--- config.mk ---
export PLATFORM = sky130hd
export DESIGN_NAME = line_follow_junction_counter
export DESIGN_NICKNAME = d
export VERILOG_FILES = /design/src/hdl/lfjc_pkg.sv /design/src/hdl/line_follow_junction_counter.sv
export SDC_FILE = /design/constraint.sdc
export NUM_CORES = 1
export LEC_CHECK = 0
export BUFFER_PORTS_ARGS = -buffer_cell sky130_fd_sc_hd__buf_2
export CAP_MARGIN = 0
export CELL_PAD_IN_SITES_DETAIL_PLACEMENT = 0
export CELL_PAD_IN_SITES_GLOBAL_PLACEMENT = 1
export CORE_ASPECT_RATIO = 0.7
export CORE_MARGIN = 2
export CORE_UTILIZATION = 51
export DETAILED_ROUTE_END_ITERATION = 10
export PLACE_DENSITY_LB_ADDON = 0.1
export SKIP_CTS_REPAIR_TIMING = 1
export SYNTH_ARGS = -nofsm -noshare
export SYNTH_HDL_FRONTEND = slang
export SYNTH_SLANG_ARGS = --single-unit
--- constraint.sdc ---
create_clock -name clk_i -period 11.6 [get_ports clk_i]
set_input_delay 1.74 -clock clk_i [delete_from_list [all_inputs] [get_ports clk_i]]
set_output_delay 1.74 -clock clk_i [all_outputs]
set_load 0.02 [all_outputs]
--- src/hdl/lfjc_pkg.sv ---
// ----------------------------------------------------------------------------
// lfjc_pkg: shared definitions for the line follower junction counter
// Sensor width, register indexes, reset values and the signed speed type.
// ----------------------------------------------------------------------------
package lfjc_pkg;

  // Width of one line-sensor sample
  localparam int unsigned AdcBits = 10;

  // Configuration port geometry
  localparam int unsigned CfgIdxBits  = 3;
  localparam int unsigned CfgDataBits = 16;

  // Register indexes
  localparam logic [CfgIdxBits-1:0] CfgIrThreshold = 3'd0;
  localparam logic [CfgIdxBits-1:0] CfgBaseSpeed   = 3'd1;
  localparam logic [CfgIdxBits-1:0] CfgTurnSpeed   = 3'd2;
  localparam logic [CfgIdxBits-1:0] CfgDebounceMs  = 3'd3;
  localparam logic [CfgIdxBits-1:0] CfgTargetCount = 3'd4;
  localparam logic [CfgIdxBits-1:0] CfgReverseMode = 3'd5;

  // Register reset values
  localparam logic [AdcBits-1:0] IrThresholdRst = AdcBits'(750);
  localparam logic [7:0]         BaseSpeedRst   = 8'd80;
  localparam logic [7:0]         TurnSpeedRst   = 8'd20;
  localparam logic [15:0]        DebounceMsRst  = 16'd300;
  localparam logic [7:0]         TargetCountRst = 8'd3;

  // Trim applied to one wheel while cruising
  localparam logic [7:0] SpeedTrim = 8'd5;

  // Signed wheel speed, -255 .. 255
  typedef logic signed [8:0] speed_t;

  // Magnitude to signed speed
  function automatic speed_t to_speed(input logic [7:0] mag, input logic neg);
    speed_t s;
    s = speed_t'({1'b0, mag});
    return neg ? -s : s;
  endfunction

  // Signed speed to forward duty
  function automatic logic [7:0] fwd_duty(input speed_t s);
    return s[8] ? 8'd0 : s[7:0];
  endfunction

  // Signed speed to reverse duty
  function automatic logic [7:0] rev_duty(input speed_t s);
    speed_t m;
    m = -s;
    return s[8] ? m[7:0] : 8'd0;
  endfunction

endpackage

--- src/hdl/line_follow_junction_counter.sv ---
// ----------------------------------------------------------------------------
// line_follow_junction_counter: line follower with junction counting
// Thresholds five line samples, counts debounced junction edges and drives
// signed wheel speeds as forward and reverse PWM duties.
// ----------------------------------------------------------------------------
// One item per clock cycle sustained unless the output stalls. An item is
// captured in an input register, evaluated by compare and select logic against
// the run state, and lands in an output register when that register is empty
// or its result is being taken.
// While a finished result waits for its consumer, one more item can still be
// taken into an empty input register; after that the input stalls until the
// result is taken.
// Configuration writes take effect at once and are meant for idle periods.
module line_follow_junction_counter
  import lfjc_pkg::*;
(
  input  logic                   clk_i,
  input  logic                   rst_ni,
  // configuration write port
  input  logic                   cfg_we_i,
  input  logic [CfgIdxBits-1:0]  cfg_idx_i,
  input  logic [CfgDataBits-1:0] cfg_data_i,
  // input item channel
  input  logic                   in_valid_i,
  output logic                   in_ready_o,
  input  logic                   start_req_i,
  input  logic [AdcBits-1:0]     far_left_i,
  input  logic [AdcBits-1:0]     near_left_i,
  input  logic [AdcBits-1:0]     centre_i,
  input  logic [AdcBits-1:0]     near_right_i,
  input  logic [AdcBits-1:0]     far_right_i,
  input  logic                   left_strip_i,
  input  logic                   right_strip_i,
  input  logic [31:0]            now_ms_i,
  // result item channel
  output logic                   out_valid_o,
  input  logic                   out_ready_i,
  output logic [7:0]             left_fwd_pwm_o,
  output logic [7:0]             left_rev_pwm_o,
  output logic [7:0]             right_fwd_pwm_o,
  output logic [7:0]             right_rev_pwm_o,
  output logic [7:0]             junctions_seen_o,
  output logic                   run_done_o
);

  // Configuration registers
  logic [AdcBits-1:0] ir_threshold_q;
  logic [7:0]         base_speed_q;
  logic [7:0]         turn_speed_q;
  logic [15:0]        debounce_ms_q;
  logic [7:0]         target_count_q;
  logic               reverse_mode_q;

  // Run state
  logic        run_active_q, run_active_d;
  logic [7:0]  junction_cnt_q, junction_cnt_d;
  logic        prev_junction_q, prev_junction_d;
  logic [31:0] last_time_q, last_time_d;
  speed_t      held_left_q, held_left_d;
  speed_t      held_right_q, held_right_d;

  // Input register
  logic               in_vld_q;
  logic               start_q;
  logic [AdcBits-1:0] far_left_q, near_left_q, centre_q, near_right_q, far_right_q;
  logic               left_strip_q, right_strip_q;
  logic [31:0]        now_q;

  // Output register
  logic       out_vld_q;
  logic [7:0] lf_q, lr_q, rf_q, rr_q, cnt_out_q;
  logic       done_q;

  // Handshake
  logic out_load;
  logic in_load;

  assign out_load   = in_vld_q && (!out_vld_q || out_ready_i);
  assign in_ready_o = !in_vld_q || out_load;
  assign in_load    = in_valid_i && in_ready_o;

  // Write configuration registers
  always_ff @(posedge clk_i or negedge rst_ni) begin
    if (!rst_ni) begin
      ir_threshold_q <= IrThresholdRst;
      base_speed_q   <= BaseSpeedRst;
      turn_speed_q   <= TurnSpeedRst;
      debounce_ms_q  <= DebounceMsRst;
      target_count_q <= TargetCountRst;
      reverse_mode_q <= 1'b0;
    end else if (cfg_we_i) begin
      unique case (cfg_idx_i)
        CfgIrThreshold: ir_threshold_q <= cfg_data_i[AdcBits-1:0];
        CfgBaseSpeed:   base_speed_q   <= cfg_data_i[7:0];
        CfgTurnSpeed:   turn_speed_q   <= cfg_data_i[7:0];
        CfgDebounceMs:  debounce_ms_q  <= cfg_data_i[15:0];
        CfgTargetCount: target_count_q <= cfg_data_i[7:0];
        CfgReverseMode: reverse_mode_q <= cfg_data_i[0];
        default: ;
      endcase
    end
  end

  // Capture input item
  always_ff @(posedge clk_i or negedge rst_ni) begin
    if (!rst_ni) begin
      in_vld_q <= 1'b0;
    end else if (in_ready_o) begin
      in_vld_q <= in_valid_i;
    end
  end

  always_ff @(posedge clk_i) begin
    if (in_load) begin
      start_q       <= start_req_i;
      far_left_q    <= far_left_i;
      near_left_q   <= near_left_i;
      centre_q      <= centre_i;
      near_right_q  <= near_right_i;
      far_right_q   <= far_right_i;
      left_strip_q  <= left_strip_i;
      right_strip_q <= right_strip_i;
      now_q         <= now_ms_i;
    end
  end

  // Evaluate one item
  logic        on_l2, on_l1, on_c, on_r1, on_r2;
  logic        run_eff, prev_base, junction, edge_hit;
  logic [7:0]  cnt_base, cnt_inc, goal, base_trim;
  logic [31:0] elapsed;
  logic        reached;
  speed_t      spd_l, spd_r;
  logic [7:0]  lf_d, lr_d, rf_d, rr_d;
  logic        done_d;

  always_comb begin
    on_l2 = far_left_q   < ir_threshold_q;
    on_l1 = near_left_q  < ir_threshold_q;
    on_c  = centre_q     < ir_threshold_q;
    on_r1 = near_right_q < ir_threshold_q;
    on_r2 = far_right_q  < ir_threshold_q;

    // start opens a run and clears the count
    run_eff   = run_active_q || start_q;
    cnt_base  = start_q ? 8'd0 : junction_cnt_q;
    prev_base = start_q ? 1'b0 : prev_junction_q;

    junction = reverse_mode_q ? (left_strip_q && right_strip_q)
                              : (left_strip_q || right_strip_q);
    elapsed  = now_q - last_time_q;
    edge_hit = junction && !prev_base && (elapsed > {16'd0, debounce_ms_q});
    cnt_inc  = (edge_hit && cnt_base != 8'hFF) ? cnt_base + 8'd1 : cnt_base;
    goal     = (target_count_q == 8'd0) ? 8'd1 : target_count_q;
    reached  = edge_hit && (cnt_inc >= goal);

    base_trim = (base_speed_q >= SpeedTrim) ? base_speed_q - SpeedTrim : 8'd0;

    // Priority steering over the thresholded sensors
    if (!reverse_mode_q) begin
      if (on_c) begin
        spd_l = to_speed(base_trim, 1'b0);    spd_r = to_speed(base_speed_q, 1'b0);
      end else if (on_r1) begin
        spd_l = to_speed(turn_speed_q, 1'b0); spd_r = to_speed(base_speed_q, 1'b0);
      end else if (on_r2) begin
        spd_l = '0;                           spd_r = to_speed(base_speed_q, 1'b0);
      end else if (on_l1) begin
        spd_l = to_speed(base_speed_q, 1'b0); spd_r = to_speed(turn_speed_q, 1'b0);
      end else if (on_l2) begin
        spd_l = to_speed(base_speed_q, 1'b0); spd_r = '0;
      end else begin
        spd_l = '0;                           spd_r = '0;
      end
    end else begin
      if (on_c) begin
        spd_l = to_speed(base_trim, 1'b1);    spd_r = to_speed(base_speed_q, 1'b1);
      end else if (on_l1) begin
        spd_l = to_speed(turn_speed_q, 1'b1); spd_r = to_speed(base_speed_q, 1'b1);
      end else if (on_l2) begin
        spd_l = '0;                           spd_r = to_speed(base_speed_q, 1'b1);
      end else if (on_r1) begin
        spd_l = to_speed(base_speed_q, 1'b1); spd_r = to_speed(turn_speed_q, 1'b1);
      end else if (on_r2) begin
        spd_l = to_speed(base_speed_q, 1'b1); spd_r = '0;
      end else begin
        spd_l = held_left_q;                  spd_r = held_right_q;
      end
    end

    // Defaults: hold state, motors stopped, run done
    run_active_d    = run_active_q;
    junction_cnt_d  = junction_cnt_q;
    prev_junction_d = prev_junction_q;
    last_time_d     = last_time_q;
    held_left_d     = held_left_q;
    held_right_d    = held_right_q;
    lf_d   = 8'd0;
    lr_d   = 8'd0;
    rf_d   = 8'd0;
    rr_d   = 8'd0;
    done_d = 1'b1;

    if (run_eff) begin
      junction_cnt_d  = cnt_inc;
      prev_junction_d = junction;
      if (edge_hit) begin
        last_time_d = now_q;
      end
      if (reached) begin
        run_active_d = 1'b0;
        held_left_d  = '0;
        held_right_d = '0;
      end else begin
        run_active_d = 1'b1;
        held_left_d  = spd_l;
        held_right_d = spd_r;
        lf_d   = fwd_duty(spd_l);
        lr_d   = rev_duty(spd_l);
        rf_d   = fwd_duty(spd_r);
        rr_d   = rev_duty(spd_r);
        done_d = 1'b0;
      end
    end
  end

  // Advance run state as each item is evaluated
  always_ff @(posedge clk_i or negedge rst_ni) begin
    if (!rst_ni) begin
      run_active_q    <= 1'b0;
      junction_cnt_q  <= 8'd0;
      prev_junction_q <= 1'b0;
      last_time_q     <= 32'd0;
      held_left_q     <= '0;
      held_right_q    <= '0;
    end else if (out_load) begin
      run_active_q    <= run_active_d;
      junction_cnt_q  <= junction_cnt_d;
      prev_junction_q <= prev_junction_d;
      last_time_q     <= last_time_d;
      held_left_q     <= held_left_d;
      held_right_q    <= held_right_d;
    end
  end

  // Hold result item until taken
  always_ff @(posedge clk_i or negedge rst_ni) begin
    if (!rst_ni) begin
      out_vld_q <= 1'b0;
    end else if (out_load) begin
      out_vld_q <= 1'b1;
    end else if (out_ready_i) begin
      out_vld_q <= 1'b0;
    end
  end

  always_ff @(posedge clk_i) begin
    if (out_load) begin
      lf_q      <= lf_d;
      lr_q      <= lr_d;
      rf_q      <= rf_d;
      rr_q      <= rr_d;
      cnt_out_q <= junction_cnt_d;
      done_q    <= done_d;
    end
  end

  assign out_valid_o      = out_vld_q;
  assign left_fwd_pwm_o   = lf_q;
  assign left_rev_pwm_o   = lr_q;
  assign right_fwd_pwm_o  = rf_q;
  assign right_rev_pwm_o  = rr_q;
  assign junctions_seen_o = cnt_out_q;
  assign run_done_o       = done_q;

endmodule

# == Word-level counts from Yosys, hierarchy flattened ==
# Cells that the tools add are included.
# word_totals
wordCells,117
ff_bits,239
input_bits,109
output_inout_bits,43
# op_classes
order_cmp,8
mux,34
n_bitwise,3
eq_ne,6
n_reduce_logical,29
n_addsub,8
# ops
op,count
two-way mux 9 bit,14
two-way mux 8 bit,14
less-than comparator 10 bit,5
> comparator 32 x 16 -> 1 bit,1
subtractor 32 bit,1
negator 8 -> 9 bit,3
negator 8 bit,2
AND reduction 2 bit,7
OR reduction 3 bit,4
adder 8 x 1 -> 8 bit (second input constant),1
greater-or-equal comparator 8 x 3 -> 1 bit (second input constant),1
greater-or-equal comparator 8 bit,1
logical NOT 8 bit,1
inequality test 8 bit (second input constant),1
subtractor 8 x 3 -> 8 bit (second input constant),1
logical AND 1 bit,7
equality test 3 x 2 -> 1 bit (second input constant),2
equality test 3 bit (second input constant),2
two-way mux 1 bit,6
logical OR 1 bit,4
equality test 3 x 1 -> 1 bit (second input constant),1
logical NOT 1 bit,3
logical NOT 3 bit,1
inverter 1 bit,3
2 further kinds,2

# == Depth between registers and ports, before layout ==
# Gate-level depths: netlist of run 1.
# depth
depth_word,9
ltp_mapped,37
ltp_nobuf,34

# == Worst setup path before layout of run 1 ==
# OpenSTA, ideal clock, no wires.
# synth_timing
path_type,flip-flop to flip-flop
from,reg last_time_q[0]
to,"reg lr_q[6], in the netlist left_rev_pwm_o[6] (data pin)"
slack_ps,5383
path_stages_with_launch,35
setup_time_ps,156
required_ps,11444
path_buffers,3
period_less_slack_ps,6217
arrival_ps,6061
path_cell_list,dfrtp_1 -> ha_1 -> fa_1 -> nand2b_1 -> a21oi_2 -> nor2_1 -> nand2_1 -> a31o_2 -> a21oi_1 -> xnor2_1 -> ha_1 -> nand4_1 -> nor4_1 -> a22oi_1 -> nor4_1 -> nand4_1 -> or4_1 -> buf_4 -> nand2_8 -> buf_12 -> nor2_1 -> nor2_1 -> ha_1 -> nand2b_1 -> a21o_1 -> a21o_1 -> a21o_1 -> a21o_1 -> a21o_1 -> a21o_1 -> a21oi_1 -> or3_2 -> nand2_4 -> buf_6 -> nor3_2
# synth_between
elab_chain_cells,8
# synth_rtl
element,line,source
"start, declared",line_follow_junction_counter.sv:58,"logic [31:0] last_time_q, last_time_d;"
"start signal, assigned",line_follow_junction_counter.sv:239,last_time_q <= last_time_d;
subtractor 32 bit (*),line_follow_junction_counter.sv:151,elapsed = now_q - last_time_q;
> comparator 32 x 16 -> 1 bit (*),line_follow_junction_counter.sv:152,"edge_hit = junction && !prev_base && (elapsed > {16'd0, debounce_ms_q});"
logical AND 1 bit (*),line_follow_junction_counter.sv:152,
logical AND 1 bit,line_follow_junction_counter.sv:153,cnt_inc = (edge_hit && cnt_base != 8'hFF) ? cnt_base + 8'd1 : cnt_base;
two-way mux 8 bit,line_follow_junction_counter.sv:153,
greater-or-equal comparator 8 bit,line_follow_junction_counter.sv:155,reached = edge_hit && (cnt_inc >= goal);
logical AND 1 bit (*),line_follow_junction_counter.sv:155,
OR reduction 3 bit (no line) (*),--,
"end signal, assigned",line_follow_junction_counter.sv:259,lr_q <= lr_d;
"end, declared",line_follow_junction_counter.sv:71,"logic [7:0] lf_q, lr_q, rf_q, rr_q, cnt_out_q;"
# Every way passes the cells marked *; elsewhere a longest branch is shown, timed or not.
# A chain may end at the register's enable or synchronous reset.

# == Worst setup path after layout of run 1 ==
# layout_timing
from,reg now_q[7]
to,"reg lr_q[2], in the netlist left_rev_pwm_o[2] (data pin)"
# layout_between
elab_chain_cells,8
# layout_rtl
element,line,source
"start, declared",line_follow_junction_counter.sv:67,logic [31:0] now_q;
"start signal, assigned",line_follow_junction_counter.sv:123,now_q <= now_ms_i;
subtractor 32 bit (*),line_follow_junction_counter.sv:151,
> comparator 32 x 16 -> 1 bit (*),line_follow_junction_counter.sv:152,
logical AND 1 bit (*),line_follow_junction_counter.sv:152,
logical AND 1 bit,line_follow_junction_counter.sv:153,
two-way mux 8 bit,line_follow_junction_counter.sv:153,
greater-or-equal comparator 8 bit,line_follow_junction_counter.sv:155,
logical AND 1 bit (*),line_follow_junction_counter.sv:155,
OR reduction 3 bit (no line) (*),--,
# Marks and branches as above.

==> results of run 1 <==
layout make-up:
type	instances	area, um^2
clock buffer	37	774
clock inverter	9	130
fill	2390	11400
inverter	101	379
multi-input combinational	978	6920
sequential	239	6630
tap	371	464
timing repair buffer	165	863
sequential cells by signal (all words and copies together) (netlist names), 9 cells and up:
register and count:
centre_q 10, held_right_q 9, far_left_q 10, held_left_q 9
ir_threshold_q 10, debounce_ms_q 16, far_right_q 10, last_time_q 32
near_left_q 10, near_right_q 10, now_q 32
power by group:
part / internal [uW] / leakage (uW) / switching (uW)
Clock: 531 / 0.000444 / 345
Combinational: 655 / 0.00388 / 1080
Sequential: 1110 / 0.00256 / 128
Total: 2300 / 0.00688 / 1550
critical path, delay by kind of cell, from the launching register on:
kind	cells	cell delay [ns]
adder cells (fa/ha/maj)	3	0.96
flip-flops	1	0.40
AND/OR/NAND/NOR	14	3.34
AO/OA/AOI/OAI	10	2.03
XOR/XNOR	1	0.20
cells in the final DEF (no fill, tap or decap), types with 36 or more instances in the layout:
master / n
a21oi_1: 82
buf_2: 150
dfrtp_1: 96
edfxtp_1: 126
ha_1: 107
inv_1: 100
mux2_2: 36
nand2_1: 133
nor2_1: 76
o21ai_0: 96
cell families (layout without fill, tap and decap cells):
family          Yosys count  in the layout  synth area share
fa+ha+maj               109            109            0.0966
buf+inv                 149            312            0.0440
xor+xnor                 50             50            0.0309
mux                      79             79            0.0616
compound gates          339            339             0.154
simple gates            401            401             0.144
flops                   239            239             0.468
how the worst max path moves through the flow:
stage               slack [ns]                end
floorplan                 5.38  left_rev_pwm_o[6]
global placement          4.64  left_rev_pwm_o[2]
detailed placement        4.53  left_rev_pwm_o[2]
CTS                       4.51  left_rev_pwm_o[2]
global route              3.94  left_rev_pwm_o[2]
finish                    4.47  left_rev_pwm_o[2]
metrics by stage:
step / cell area [um^2] / util
final: 16200 / 0.586
after global routing: 16200 / 0.586
after CTS: 16200 / 0.586
after detailed placement: 15300 / 0.553
after global placement: 15300 / 0.553
after floorplan: 14200 / -
routing by layer:
metal / vias up / wire, um / track usage
met5: - / 37 / 0.0102
met4: 2 / 928 / 0.0695
met3: 56 / 2320 / 0.0483
met2: 379 / 15900 / 0.393
met1: 5333 / 18200 / 0.388
li1: 5310 / - / -
==> results.tsv, run 1 <==
stage	metric	value	unit
yosys	dominant cell type by area after synthesis	edfxtp_1	
timing	Fin Hold WS	0.478	ns
yosys	Yosys reg bits	239	
critical_path	reg2reg end	left_rev_pwm_o[2]	
critical_path	Startpoint Class	register	
run	max_cap viols	0	
placed_design	worst slack, placed	4.53	ns
critical_path	slowest cell on the critical path	or4_1	
timing	unrepaired setup endpoints after global routing	false	
critical_path	r2r worst-path depth	28	
timing	fin crit share	0.615	
critical_path	Reg-to-Reg Start	now_q[7]	
critical_path	Crit path largest cell delay	0.74	ns
yosys	Mean Syn Cell Area	10.4	um^2
placed_design	Final GP Congestion	0.962	
timing	Hold Vio Cnt, Final	0	
grt	antenna violations before repair	0	
yosys	synth cell count leaders	nand2_1, edfxtp_1, ha_1, inv_1	
power	peak supply drop	0.178	mV
clocking	CTS tree	built	
clocking	CTS Buf Count	25	
floorplan	die area	29100	um^2
critical_path	CP Class	reg -> reg	
placed_design	HPWL Detailed	28000	um
critical_path	CP required	11.98	ns
timing	Tmin final	7.13	ns
yosys	most numerous cell in the Yosys netlist	nand2_1	
clocking	CTS H-tree lvls	1	
worst_hold_path	hold path startpoint	held_right_q[6]	
finish	Area Growth Syn to Fin	14.1	%
timing	Total Negative Setup Slacks	0	ns
clocking	root cell of the clock tree	clkbuf_16	
detailed_routing	wire length per cell	19.7	um
yosys	Syn Inst Count	1366	
detailed_routing	DRC	0	
grt	vias in the first global route	10900	
detailed_routing	final wirelength	37400	um
worst_hold_path	Hold Crit Endpoint	held_right_q[6]	
timing	Setup Skew	0.0119	ns
timing	post-route worst setup slack	4.47	ns
critical_path	CP dominant cell by count	a21o_1	
clocking	TritonCTS sink count	239	
timing	Slew @ Worst Pin	1.07	ns
yosys	Post-synth top flop	edfxtp_1	
power	cell area power density	238	nW/um^2
timing	FMAX	140	MHz
detailed_routing	post-route ant nets	0	
yosys	Post-synth EDFFs	126	
yosys	number of synthesis warnings	0	
detailed_routing	Vias	11100	
finish	Ant. Diodes	0	
critical_path	Critical Path AT	7.51	ns
grt	GRT Overall Usage	0.262	
power	Power Total	3850	uW
run_status	status	finished, final reports clean	
yosys	ys async rst share	0.473	
grt	global-route wire length before repair	59800	um
worst_hold_path	worst min path class	reg -> reg	
critical_path	CP Launch Point	now_q[7]	
yosys	Post-Syn Area	14200	um^2
critical_path	R2R setup slack	4.47	ns
timing	Final setup viols	0	
yosys	Yosys top cell area share	0.267	
floorplan	die width	203	um
placed_design	PortBufs	151	
clocking	clock latency on the worst-skew pair	0.55	ns
finish	final-stage net count	1727	
finish	share of layout cells above drive strength 1	0.198	
floorplan	die height	143	um
power	static leakage	0.00688	uW
detailed_routing	DR iter-0 viols	733	
yosys	Synth area leaders	edfxtp_1, dfrtp_1, ha_1, nand2_1, o21ai_0	
finish	fin cells	1900	
floorplan	Ports	152	
clocking	Clock transition at path regs	0.07	ns
floorplan	site row count	51	
floorplan	initial core utilization	0.514	
yosys	Yosys cell types	84	
detailed_routing	vias per cell	5.83	
grt	largest net degree at the start of global routing	66	
yosys	sequential element share of the synthesized area	0.468	
timing	Slew HR	0.286	
clocking	CTS Buffer Depth	3	
worst_hold_path	hold path depth	2	
timing	Max Transition Viols Final	0	
critical_path	Worst Path Max Fanout	25	
placed_design	placed cell count	1854	
critical_path	Worst setup EP type	register	
grt	GRT Residual Overflow	0	
detailed_routing	TritonRoute pass-1 iters	5	
yosys	Syn Nets	1583	
floorplan	core box area	27600	um^2
No activity file was read; power rests on OpenSTA's default activity.
==> run 2: changes to the inputs <==
CORE_UTILIZATION = 43   (was 51)
clock period = 5.86 ns   (was 11.6 ns; I/O delays follow)
==> run 2 against run 1 <==
  * Total power grew 110%
  * Via count grew 2.1%
  * Routed wire length grew 2.5%
  * Cell count grew 7.1%
  * Clock power grew 89%
  * Critical endpoint is now left_fwd_pwm_o[4]
  * The run now ends with setup timing left
  * Non-clock buffer count grew 76
  * Sequential share of layout area shrank 2.3 points
  * Clock skew grew 0.0082 ns
  * Core utilization shrank 5.7 points
  * Worst setup slack lost 4.9 ns
  * Register-to-register slack lost 4.9 ns
==> results.tsv, run 2 (synthesized netlist as in run 1, its figures left out) <==
stage	metric	value	unit	change
finish	# fillers	2970		+24%
placed_design	worst slack, placed	-0.453	ns	-4.98 ns
floorplan	Ports	152		unchanged
timing	post-route worst setup slack	-0.387	ns	-4.86 ns
placed_design	HPWL Detailed	28800	um	+2.5%
timing	Total Negative Setup Slacks	-15.89	ns	-15.89 ns
timing	Max Transition Viols Final	0		unchanged
worst_hold_path	worst min path class	in -> async		
power	static leakage	0.00730	uW	+6.2%
detailed_routing	TritonRoute pass-1 iters	5		unchanged
floorplan	die area	34400	um^2	+18%
critical_path	Startpoint Class	register		
grt	vias in the first global route	10900		-0.055%
power	cell area power density	469	nW/um^2	+97%
power	combinational power share	0.488		+0.037
finish	largest registers	last_time_q (32), now_q (32), debounce_ms_q (16)		
detailed_routing	post-route ant nets	0		unchanged
timing	Slew HR	0.199		-0.0865
floorplan	core box area	32300	um^2	+17%
placed_design	PortBufs	151		unchanged
critical_path	CP dominant cell by count	a21o_1		
run_status	status	finished with violations		
timing	fin crit share	1.07		+0.451
floorplan	die width	221	um	+8.7%
grt	antenna violations before repair	0		unchanged
critical_path	Critical Path AT	6.65	ns	-0.86 ns
critical_path	slowest cell on the critical path	or4_4		
finish	final-stage net count	1805		+4.5%
grt	GRT Residual Overflow	0		unchanged
power	switching part of the total	0.406		+0.00274
power	Power Total	8040	uW	+110%
detailed_routing	Vias	11300		+2.1%
timing	Fin Hold WS	0.163	ns	-0.316 ns
finish	Area Growth Syn to Fin	20.9	%	
detailed_routing	DR iter-0 viols	841		+15%
detailed_routing	final wirelength	38400	um	+2.5%
power	Clk pwr share	0.207		-0.020
timing	Setup Skew	0.0201	ns	+0.00817 ns
finish	Ant. Diodes	0		unchanged
clocking	root cell of the clock tree	clkbuf_16		
floorplan	die height	156	um	+8.7%
timing	Slew @ Worst Pin	1.20	ns	+0.127 ns
run_status	violations in the final reports	setup timing		
finish	Reg area	6630	um^2	unchanged
clocking	TritonCTS sink count	239		unchanged
critical_path	CP required	6.26	ns	-5.72 ns
detailed_routing	wire length per cell	18.8	um	-4.3%
clocking	clock latency on the worst-skew pair	0.56	ns	about the same
power	Int Pwr	4770	uW	+110%
finish	fin cells	2035		+7.1%
finish	share of layout cells above drive strength 1	0.265		+0.0674
detailed_routing	vias per cell	5.56		-4.7%
grt	GRT Overall Usage	0.220		-0.0415
finish	most common cell after layout, fill and taps aside	buf_2		
power	Psw	3260	uW	+110%
power	Sequential Power Share	0.305		-0.017
timing	FMAX	160	MHz	+14%
critical_path	Worst setup EP type	register		
placed_design	Final GP Congestion	0.923		-4.0%
power	peak supply drop	0.293	mV	+64%
floorplan	site row count	55		+7.8%
floorplan	initial core utilization	0.438		-0.0759
clocking	CTS H-tree lvls	1		unchanged
clocking	CTS Buf Count	26		+4.0%
timing	Hold Vio Cnt, Final	0		unchanged
placed_design	placed cell count	1979		+6.7%
critical_path	CP Class	reg -> reg		
clocking	Clock transition at path regs	0.07	ns	about the same
clocking	CTS tree	built		
finish	Multi-input gate area	7240	um^2	+4.6%
run	max_cap viols	0		unchanged
critical_path	Worst Path Max Fanout	8		-68%
grt	global-route wire length before repair	60400	um	+1.1%
finish	most frequent cells in the layout	buf_2, nand2_1, edfxtp_1, ha_1, inv_1		
clocking	CTS Buffer Depth	3		unchanged
critical_path	Crit path largest cell delay	0.52	ns	-0.22 ns
timing	unrepaired setup endpoints after global routing	true		
grt	largest net degree at the start of global routing	59		-11%
detailed_routing	DRC	0		unchanged
timing	Final setup viols	52		+52
timing	Tmin final	6.25	ns	-0.884 ns
[run 2: cell count changes in the layout (fill, tap and decap cells not counted), moves of 6 or more]
cell,previous run,this run
buf_4,15,87
o21ai_0,96,84
o21ai_2,1,10
nor2_1,76,68
nor2_2,2,9
nor3_1,29,23
[run 2: metal layers]
layer	vias up	track usage	part of all wire
li1	5480	-	-
met1	5447	0.333	0.50
met2	340	0.328	0.42
met3	48	0.0433	0.064
met4	0	0.0415	0.017
met5	-	0	0
[run 2: path summary, 6_finish.rpt]
| path | from | slack [ns] | cells past startpoint | endpoint |
|---|---|---|---|---|
| max | now_q[10] | -0.39 | 31 | left_fwd_pwm_o[4] |
| min | rst_ni | 0.16 | 1 | last_time_q[12] |
| max reg2reg | now_q[10] | -0.39 | 31 | left_fwd_pwm_o[4] |
| min reg2reg | in_vld_q | 0.49 | 1 | out_valid_o |
| max in group asynchronous | rst_ni | 4.66 | 2 | junction_cnt_q[4] |
| min in group clk_i | far_right_i[7] | 0.49 | 1 | far_right_q[7] |
[run 2: metrics by stage]
stage | util | cell area, um^2
after floorplan | - | 14300
after global placement | 0.493 | 15900
after detailed placement | 0.493 | 15900
after CTS | 0.520 | 16800
after global routing | 0.529 | 17100
final | 0.529 | 17100
[run 2: area by class of cell]
cell class                      count  share of cell area
Clock buffer                       36              0.0457
Inverter                          101              0.0221
Clock inverter                     12             0.00504
Multi-Input combinational cell    979               0.423
Timing Repair Buffer              241              0.0859
Sequential cell                   239               0.387
Tap cell                          427              0.0312
[run 2: power groups by stage]
stage          combinational [uW]  sequential, uW  clock, uW
4_1_cts                      3730            2450       1700
5_1_grt                      4370            2500       1770
3_3_place_gp                 3690            2460          0
3_5_place_dp                 3700            2480          0
2_1_floorplan                2530            2450          0
6_report                     3920            2450       1660
[run 2: worst max-delay path: cells and delay by family, from the launching register on]
family                     cells  cell delay (ns)
AOI/OAI and AO/OA             12             1.85
adders and majority gates      3             0.92
buffers and inverters          2             0.34
DFF                            1             0.40
and+or+nand+nor               13             2.45
xor gates and xnor gates       1             0.15
